File: src/nested_state_interval_stack_macros.svh
// Assertion macros for the nested state interval stack.
`ifndef NESTED_STATE_INTERVAL_STACK_MACROS_SVH
`define NESTED_STATE_INTERVAL_STACK_MACROS_SVH

// Same-cycle implication, checked on every rising edge outside reset.
`define NSIS_ASSERT_NOW(label, clk, rst, ante, cons) \
   label: assert property (@(posedge clk) disable iff (rst) (ante) |-> (cons)) \
      else $error("nested state interval stack check failed");

// Next-cycle implication, checked on every rising edge outside reset.
`define NSIS_ASSERT_NEXT(label, clk, rst, ante, cons) \
   label: assert property (@(posedge clk) disable iff (rst) (ante) |=> (cons)) \
      else $error("nested state interval stack check failed");

`endif

File: src/nsis_pkg.sv
// Types and constants shared by the nested state interval stack modules.
package nsis_pkg;

   typedef enum logic {
      CMD_PUSH = 1'b0,
      CMD_POP  = 1'b1
   } cmd_type;

   typedef enum logic [1:0] {
      STATUS_OK        = 2'd0,
      STATUS_OVERFLOW  = 2'd1,
      STATUS_UNDERFLOW = 2'd2
   } status_type;

   localparam logic CSR_DEPTH_LIMIT = 1'b0;
   localparam logic CSR_EMIT_ENABLE = 1'b1;

   localparam logic [6:0] DEPTH_LIMIT_RESET = 7'd64;

   typedef struct packed {
      logic        push;
      logic        pop;
      logic [31:0] state_id;
      logic [63:0] now_time;
   } stk_op_type;

   typedef struct packed {
      logic [31:0] top_state;
      logic [63:0] top_start;
      logic [31:0] below_state;
   } stk_view_type;

endpackage

File: src/nsis_stack.sv
// Stack storage: top entry in registers, lower state ids in a memory with a prefetched read.
module nsis_stack
   import nsis_pkg::*;
#(
   parameter int MAX_DEPTH = 64
) (
   input  logic                           clock,
   input  logic                           reset,
   input  stk_op_type                     op,
   output logic [$clog2(MAX_DEPTH+1)-1:0] level,
   output stk_view_type                   view
);

   localparam int LW = $clog2(MAX_DEPTH + 1);
   localparam int AW = $clog2(MAX_DEPTH);

   logic [LW-1:0] level_ff, level_in;
   logic [31:0]   top_state_ff, top_state_in;
   logic [63:0]   top_start_ff, top_start_in;
   logic          byp_ff, byp_in;
   logic [31:0]   byp_state_ff;
   logic [31:0]   rd_state_ff;
   logic [31:0]   below_state;
   logic          wr_en;
   logic [AW-1:0] wr_addr;
   logic [AW-1:0] rd_addr;
   logic [LW-1:0] wr_level;
   logic [LW-1:0] rd_level;

   logic [31:0] mem [MAX_DEPTH];

   assign below_state = byp_ff ? byp_state_ff : rd_state_ff;

   always_comb begin
      level_in     = level_ff;
      top_state_in = top_state_ff;
      top_start_in = top_start_ff;
      if (op.push) begin
         level_in     = level_ff + LW'(1);
         top_state_in = op.state_id;
         top_start_in = op.now_time;
      end else if (op.pop) begin
         level_in     = level_ff - LW'(1);
         top_state_in = below_state;
         top_start_in = op.now_time;
      end
      byp_in   = op.push;
      wr_en    = op.push && (level_ff != '0);
      wr_level = level_ff - LW'(1);
      wr_addr  = wr_level[AW-1:0];
      rd_level = (level_in >= LW'(2)) ? (level_in - LW'(2)) : '0;
      rd_addr  = rd_level[AW-1:0];
   end

   always_ff @(posedge clock) begin
      if (reset) begin
         level_ff <= '0;
         byp_ff   <= 1'b0;
      end else begin
         level_ff <= level_in;
         byp_ff   <= byp_in;
      end
   end

   always_ff @(posedge clock) begin
      top_state_ff <= top_state_in;
      top_start_ff <= top_start_in;
      byp_state_ff <= top_state_ff;
   end

   always_ff @(posedge clock) begin
      if (wr_en) begin
         mem[wr_addr] <= top_state_ff;
      end
      rd_state_ff <= mem[rd_addr];
   end

   assign level            = level_ff;
   assign view.top_state   = top_state_ff;
   assign view.top_start   = top_start_ff;
   assign view.below_state = below_state;

endmodule

File: src/nested_state_interval_stack.sv
// A result is registered and valid in the cycle after its item is accepted.
// One item per cycle unless a held result stalls the input, set by the top entry held in
// registers and the next-lower id prefetched through the registered memory read port.
// Reset clears the stack level and the result valid flag, sets the depth limit to 64 and
// enables emission; the stack memory is not cleared and needs no clearing pass.
`include "nested_state_interval_stack_macros.svh"

module nested_state_interval_stack
   import nsis_pkg::*;
#(
   parameter int MAX_DEPTH = 64
) (
   input  logic        clock,
   input  logic        reset,
   input  logic        csr_valid,
   output logic        csr_ready,
   input  logic        csr_index,
   input  logic [6:0]  csr_wdata,
   input  logic        req_valid,
   output logic        req_ready,
   input  logic        req_cmd,
   input  logic [31:0] req_state_id,
   input  logic [63:0] req_now_time,
   output logic        rsp_valid,
   input  logic        rsp_ready,
   output logic [1:0]  rsp_status,
   output logic        rsp_event_valid,
   output logic [31:0] rsp_event_state,
   output logic [63:0] rsp_event_start,
   output logic [63:0] rsp_event_end,
   output logic        rsp_stack_empty
);

   localparam int LW = $clog2(MAX_DEPTH + 1);
   localparam int CW = (LW > 7) ? LW : 7;

   logic [6:0]    depth_limit_ff;
   logic          emit_enable_ff;
   logic [LW-1:0] level;
   stk_op_type    op;
   stk_view_type  view;
   logic          accept;
   logic          is_push;
   logic          full;
   logic          push_ok;
   logic          pop_ok;

   logic          rsp_valid_ff, rsp_valid_in;
   status_type    rsp_status_ff, rsp_status_in;
   logic          rsp_event_valid_ff, rsp_event_valid_in;
   logic [31:0]   rsp_event_state_ff, rsp_event_state_in;
   logic [63:0]   rsp_event_start_ff, rsp_event_start_in;
   logic [63:0]   rsp_event_end_ff, rsp_event_end_in;
   logic          rsp_stack_empty_ff, rsp_stack_empty_in;

   nsis_stack #(
      .MAX_DEPTH(MAX_DEPTH)
   ) u_stack (
      .clock(clock),
      .reset(reset),
      .op   (op),
      .level(level),
      .view (view)
   );

   assign csr_ready = 1'b1;
   assign req_ready = !rsp_valid_ff || rsp_ready;
   assign accept    = req_valid && req_ready;
   assign is_push   = (req_cmd == CMD_PUSH);

   always_comb begin
      full    = (CW'(level) >= CW'(depth_limit_ff)) || (level >= LW'(MAX_DEPTH));
      push_ok = is_push && !full;
      pop_ok  = !is_push && (level != '0);

      op.push     = accept && push_ok;
      op.pop      = accept && pop_ok;
      op.state_id = req_state_id;
      op.now_time = req_now_time;

      rsp_status_in = STATUS_OK;
      if (is_push && full) begin
         rsp_status_in = STATUS_OVERFLOW;
      end else if (!is_push && (level == '0)) begin
         rsp_status_in = STATUS_UNDERFLOW;
      end

      rsp_event_valid_in = emit_enable_ff && ((push_ok && (level != '0)) || pop_ok);
      rsp_event_state_in = rsp_event_valid_in ? view.top_state : '0;
      rsp_event_start_in = rsp_event_valid_in ? view.top_start : '0;
      rsp_event_end_in   = rsp_event_valid_in ? req_now_time : '0;
      rsp_stack_empty_in = ((level == '0) && !push_ok) || (pop_ok && (level == LW'(1)));

      if (accept) begin
         rsp_valid_in = 1'b1;
      end else if (rsp_ready) begin
         rsp_valid_in = 1'b0;
      end else begin
         rsp_valid_in = rsp_valid_ff;
      end
   end

   always_ff @(posedge clock) begin
      if (reset) begin
         depth_limit_ff <= DEPTH_LIMIT_RESET;
         emit_enable_ff <= 1'b1;
      end else if (csr_valid && csr_ready) begin
         case (csr_index)
            CSR_DEPTH_LIMIT: begin
               depth_limit_ff <= csr_wdata;
            end
            CSR_EMIT_ENABLE: begin
               emit_enable_ff <= csr_wdata[0];
            end
            default: begin
            end
         endcase
      end
   end

   always_ff @(posedge clock) begin
      if (reset) begin
         rsp_valid_ff <= 1'b0;
      end else begin
         rsp_valid_ff <= rsp_valid_in;
      end
   end

   always_ff @(posedge clock) begin
      if (accept) begin
         rsp_status_ff      <= rsp_status_in;
         rsp_event_valid_ff <= rsp_event_valid_in;
         rsp_event_state_ff <= rsp_event_state_in;
         rsp_event_start_ff <= rsp_event_start_in;
         rsp_event_end_ff   <= rsp_event_end_in;
         rsp_stack_empty_ff <= rsp_stack_empty_in;
      end
   end

   assign rsp_valid       = rsp_valid_ff;
   assign rsp_status      = rsp_status_ff;
   assign rsp_event_valid = rsp_event_valid_ff;
   assign rsp_event_state = rsp_event_state_ff;
   assign rsp_event_start = rsp_event_start_ff;
   assign rsp_event_end   = rsp_event_end_ff;
   assign rsp_stack_empty = rsp_stack_empty_ff;

   `NSIS_ASSERT_NOW(a_level_bound, clock, reset, 1'b1, level <= LW'(MAX_DEPTH))
   `NSIS_ASSERT_NEXT(a_push_grows, clock, reset, op.push, level == $past(level) + LW'(1))
   `NSIS_ASSERT_NOW(a_event_ok, clock, reset,
                    rsp_valid_ff && rsp_event_valid_ff, rsp_status_ff == STATUS_OK)
   `NSIS_ASSERT_NOW(a_underflow_empty, clock, reset,
                    rsp_valid_ff && (rsp_status_ff == STATUS_UNDERFLOW), rsp_stack_empty_ff)

endmodule

File: config.mk
export PLATFORM = sky130hd
export DESIGN_NAME = nested_state_interval_stack
export DESIGN_NICKNAME = d
export VERILOG_FILES = /design/src/nsis_pkg.sv /design/src/nsis_stack.sv /design/src/nested_state_interval_stack.sv
export VERILOG_INCLUDE_DIRS = /design/src /design/src/src
export SDC_FILE = /design/constraint.sdc
export NUM_CORES = 2
export LEC_CHECK = 0
export BUFFER_PORTS_ARGS = -buffer_cell sky130_fd_sc_hd__buf_2
export CAP_MARGIN = 20
export CORE_MARGIN = 2
export CORE_UTILIZATION = 35
export CTS_CLUSTER_SIZE = 16
export DETAILED_ROUTE_END_ITERATION = 8
export PLACE_DENSITY = 0.61
export SLEW_MARGIN = 25
export SYNTH_ARGS = -nofsm -noshare
export SYNTH_HDL_FRONTEND = slang
export SYNTH_HIERARCHICAL = 1
export SYNTH_SLANG_ARGS = --single-unit
File: constraint.sdc
create_clock -name clock -period 12.39 [get_ports clock]
set_input_delay 0.6195 -clock clock [delete_from_list [all_inputs] [get_ports clock]]
set_output_delay 0.6195 -clock clock [all_outputs]
set_load 0.05 [all_outputs]
==> Implementation_results.wiki <==
{| class="wikitable"
! Metric !! Value
|-
| Proportion of layout cells with a drive suffix above 1 || 0.1624
|-
| Number of nets with antenna violations after detailed routing || 0
|-
| Final wirelength || 284800 µm
|-
| Slew headroom || 0.2306
|-
| Post-Layout Cell Count || 10189
|-
| Critical Setup Path Class || flip-flop to flip-flop
|-
| CTS tree || yes
|-
| Hold/Removal Path Class || primary input to flip-flop
|-
| Number of nets produced by synthesis || 6211
|-
| Post-placement setup slack || 4244 ps
|-
| Setup_tns || 0 ps
|-
| Number of max-cap violations || 0
|-
| Antenna violations before repair || 12
|-
| Fin. Hold Viols || 0
|-
| Synthesized area per cell || 15.40 µm²
|-
| Die X || 521.6 µm
|-
| Core region area || 267200 µm²
|-
| R2r setup slk || 4120 ps
|-
| Async set or reset register ratio after synthesis || 0
|-
| Post-layout net count || 6551
|-
| Buffers added on ports || 275
|-
| Clock tree skew after final layout || 39.37 ps
|-
| Number of cells produced by synthesis || 6090
|-
| CP max FO || 70
|-
| Clock period minus worst slack || 8270 ps
|-
| Count of clock tree sinks || 2389
|-
| Number of buffers and inverters on the critical path || 8
|-
| Filler cells || 24110
|-
| Chip Height || 521.6 µm
|-
| Num rows || 190
|-
| Starting density of the core || 0.3509
|-
| CP startpoint kind || flip-flop
|-
| Weighted congestion at the end of routability-driven global placement || 0.8428
|-
| Number of global-route vias before repair || 54739
|-
| Peak Freq || 120.9 MHz
|-
| Count of distinct cell types in the synthesized netlist || 72
|-
| Total grt overflow || 0
|-
| Final setup fails || 0
|-
| Combined area of all synthesized cells || 93770 µm²
|-
| Buffer levels on the longest clock path || 3
|-
| Seq/Total Area, Yosys || 0.7564
|-
| Setup repair after global routing missed its margin || false
|-
| Number of enable flip-flop cells after synthesis || 2308
|-
| Pin count of the biggest net entering global routing || 162
|-
| CTS root buf || sky130_fd_sc_hd__clkbuf_16
|-
| Chain of cells forming the critical path || ha_1 > a211oi_1 > o21a_1 > o21a_1 > and3_2 > buf_4 > o31ai_4 > buf_4 > inv_4 > ha_2 > inv_2 > buf_4 > o21ai_4 > buf_4 > buf_4 > buf_4 > o221ai_1 > o211ai_1 > nand4_1 > a32oi_1 > a21o_1
|-
| Detailed-route wire length per cell || 27.95 µm
|-
| Placed cells || 9670
|-
| Arrival @ worst endpoint || 9080 ps
|-
| Number of design rule violations left after detail routing || 0
|-
| Total number of vias || 57966
|-
| Synthesis-to-layout area growth || 15.19%
|-
| Largest delay contributor family on the critical path || buffers and inverters
|-
| I/O pin count || 277
|-
| Global router's overall resource usage || 0.2024
|-
| Worst endpoint required time || 13200 ps
|-
| Warnings, synthesis || 6
|-
| Commonest non-fill, non-tap cell in the layout || sky130_fd_sc_hd__edfxtp_1
|-
| Worst-skew pair later-pin latency || 880 ps
|-
| Detail Placement HPWL || 156000 µm
|-
| Synthesis-stage register bit count || 2389
|-
| Setup bufs post-CTS || 0
|-
| Global-route wire length before repair || 402700 µm
|-
| Full die area || 272100 µm²
|-
| Final worst-path cycle share || 0.6674
|-
| Longest individual stage delay on the worst path || 820 ps
|-
| Status || finished clean
|-
| Clock-pin slew reported for the worst setup and hold paths after clock tree synthesis || 60 ps
|-
| CP most frequent cell || sky130_fd_sc_hd__buf_4
|-
| Element type at the critical path end || flip-flop
|-
| Final WS setup || 4120 ps
|-
| Slew of the pin with the lowest slew margin || 1154 ps
|-
| Clock buffers created by TritonCTS || 234
|-
| CTS HTree Levels || 4
|-
| Violation count after the first detailed-route iteration || 7062
|-
| Most instantiated flip-flop cell in the synthesis netlist || sky130_fd_sc_hd__edfxtp_1
|-
| Total count of max-transition violations in the final report || 0
|-
| Vias per Instance || 5.689
|-
| CP max-delay cell || sky130_fd_sc_hd__ha_2
|-
| Commonest cells after routing, fill and taps aside || 2308 x sky130_fd_sc_hd__edfxtp_1, 790 x sky130_fd_sc_hd__nand2_1, 392 x sky130_fd_sc_hd__mux2i_1
|-
| Iteration count of the initial detailed-routing pass || 6
|}
cells in the mapped netlist (all sizes together), types with 7 or more instances:
master / n / share of area
a211oi: 172 / 0.019
a21o: 19 / 0.0015
a21oi: 140 / 0.0076
a221o: 12 / 0.0013
a221oi: 15 / 0.0016
a22o: 21 / 0.0020
a22oi: 13 / 0.0010
a311oi: 17 / 0.0016
a31oi: 158 / 0.011
a32o: 13 / 0.0014
a32oi: 30 / 0.0028
and3: 35 / 0.0023
buf: 221 / 0.013
clkbuf: 214 / 0.0086
dfxtp: 81 / 0.017
edfxtp: 2308 / 0.74
ha: 11 / 0.0015
inv: 179 / 0.0072
mux2: 68 / 0.0082
mux2i: 392 / 0.042
nand2: 795 / 0.032
nand3: 261 / 0.014
nand4: 22 / 0.0015
nor2: 230 / 0.0092
nor3: 13 / 0.00080
o211ai: 212 / 0.017
o21ai: 73 / 0.0041
o221a: 16 / 0.0019
o221ai: 225 / 0.021
o22ai: 40 / 0.0027
o311ai: 17 / 0.0016
o31ai: 7 / 0.00071
logic make-up (layout without fill, tap and decap cells):
group | count (synthesis) | in the layout | synth area share
and+or+nand+nor | 1380 | 1380 | 0.06147
DFF | 2389 | 2389 | 0.7564
xor gates and xnor gates | 4 | 4 | 0.0003737
adders and majority gates | 11 | 11 | 0.001468
muxes | 460 | 460 | 0.05001
AOI/OAI and AO/OA | 1231 | 1231 | 0.1018
other | 1 | 8 | 0.00003999
buffers and inverters | 614 | 1154 | 0.02839
registers in the layout, indices dropped and copies added, names as in the netlist:
register              flops
depth_limit_ff            7
emit_enable_ff            1
rsp_event_end            64
rsp_event_start          64
rsp_event_state          32
rsp_event_valid           1
rsp_stack_empty           1
rsp_status                2
rsp_valid                 1
u_stack/byp_ff            1
u_stack/byp_state_ff     32
u_stack/level             7
u_stack/mem            2048
u_stack/rd_state_ff      32
u_stack/top_start_ff     64
u_stack/top_state_ff     32
worst paths after layout:
path / from / end / cells past startpoint
max: u_stack/level[4] / u_stack/rd_state_ff[22] / 21
min: req_now_time[28] / u_stack/top_start_ff[28] / 1
max reg2reg: u_stack/level[4] / u_stack/rd_state_ff[22] / 21
min reg2reg: rsp_valid / rsp_valid / 2
per-stage QoR:
step | util | hold WS, ps | area (µm²)
floorplan | - | 467.1 | 93770
global placement | 0.3734 | 501.5 | 99770
detailed placement | 0.3736 | 532.1 | 99830
CTS | 0.4038 | 0.3195 | 107900
global route | 0.4042 | 17.84 | 108000
finish | 0.4042 | 57.75 | 108000
layout make-up:
type / count / area, µm² / area share
inverter: 179 / 681.9 / 0.006313
timing repair buffer: 539 / 3724 / 0.03447
clock buffer: 310 / 6221 / 0.05760
clock inverter: 126 / 1121 / 0.01038
multi-input combinational: 3087 / 20870 / 0.1933
sequential: 2389 / 70930 / 0.6567
tap: 3552 / 4444 / 0.04115
antenna: 7 / 17.52 / 0.0001622
routing by layer:
| metal | vias to the layer above | track usage | share of wire |
|---|---|---|---|
| met2 | 3220 | 0.3219 | 0.47 |
| met3 | 507 | 0.04176 | 0.10 |
| li1 | 24474 | - | - |
| met5 | - | 0 | 0.000091 |
| met1 | 29761 | 0.2740 | 0.40 |
| met4 | 4 | 0.07332 | 0.035 |
what timing repair did:
action                    4_1_cts  5_1_grt
hold endpoints to repair       72        0
resized for setup               0        0
hold buffers                   73        0
Power is not shown: default switching activity piles up to over one toggle a cycle in this logic, so the estimate is an artifact.
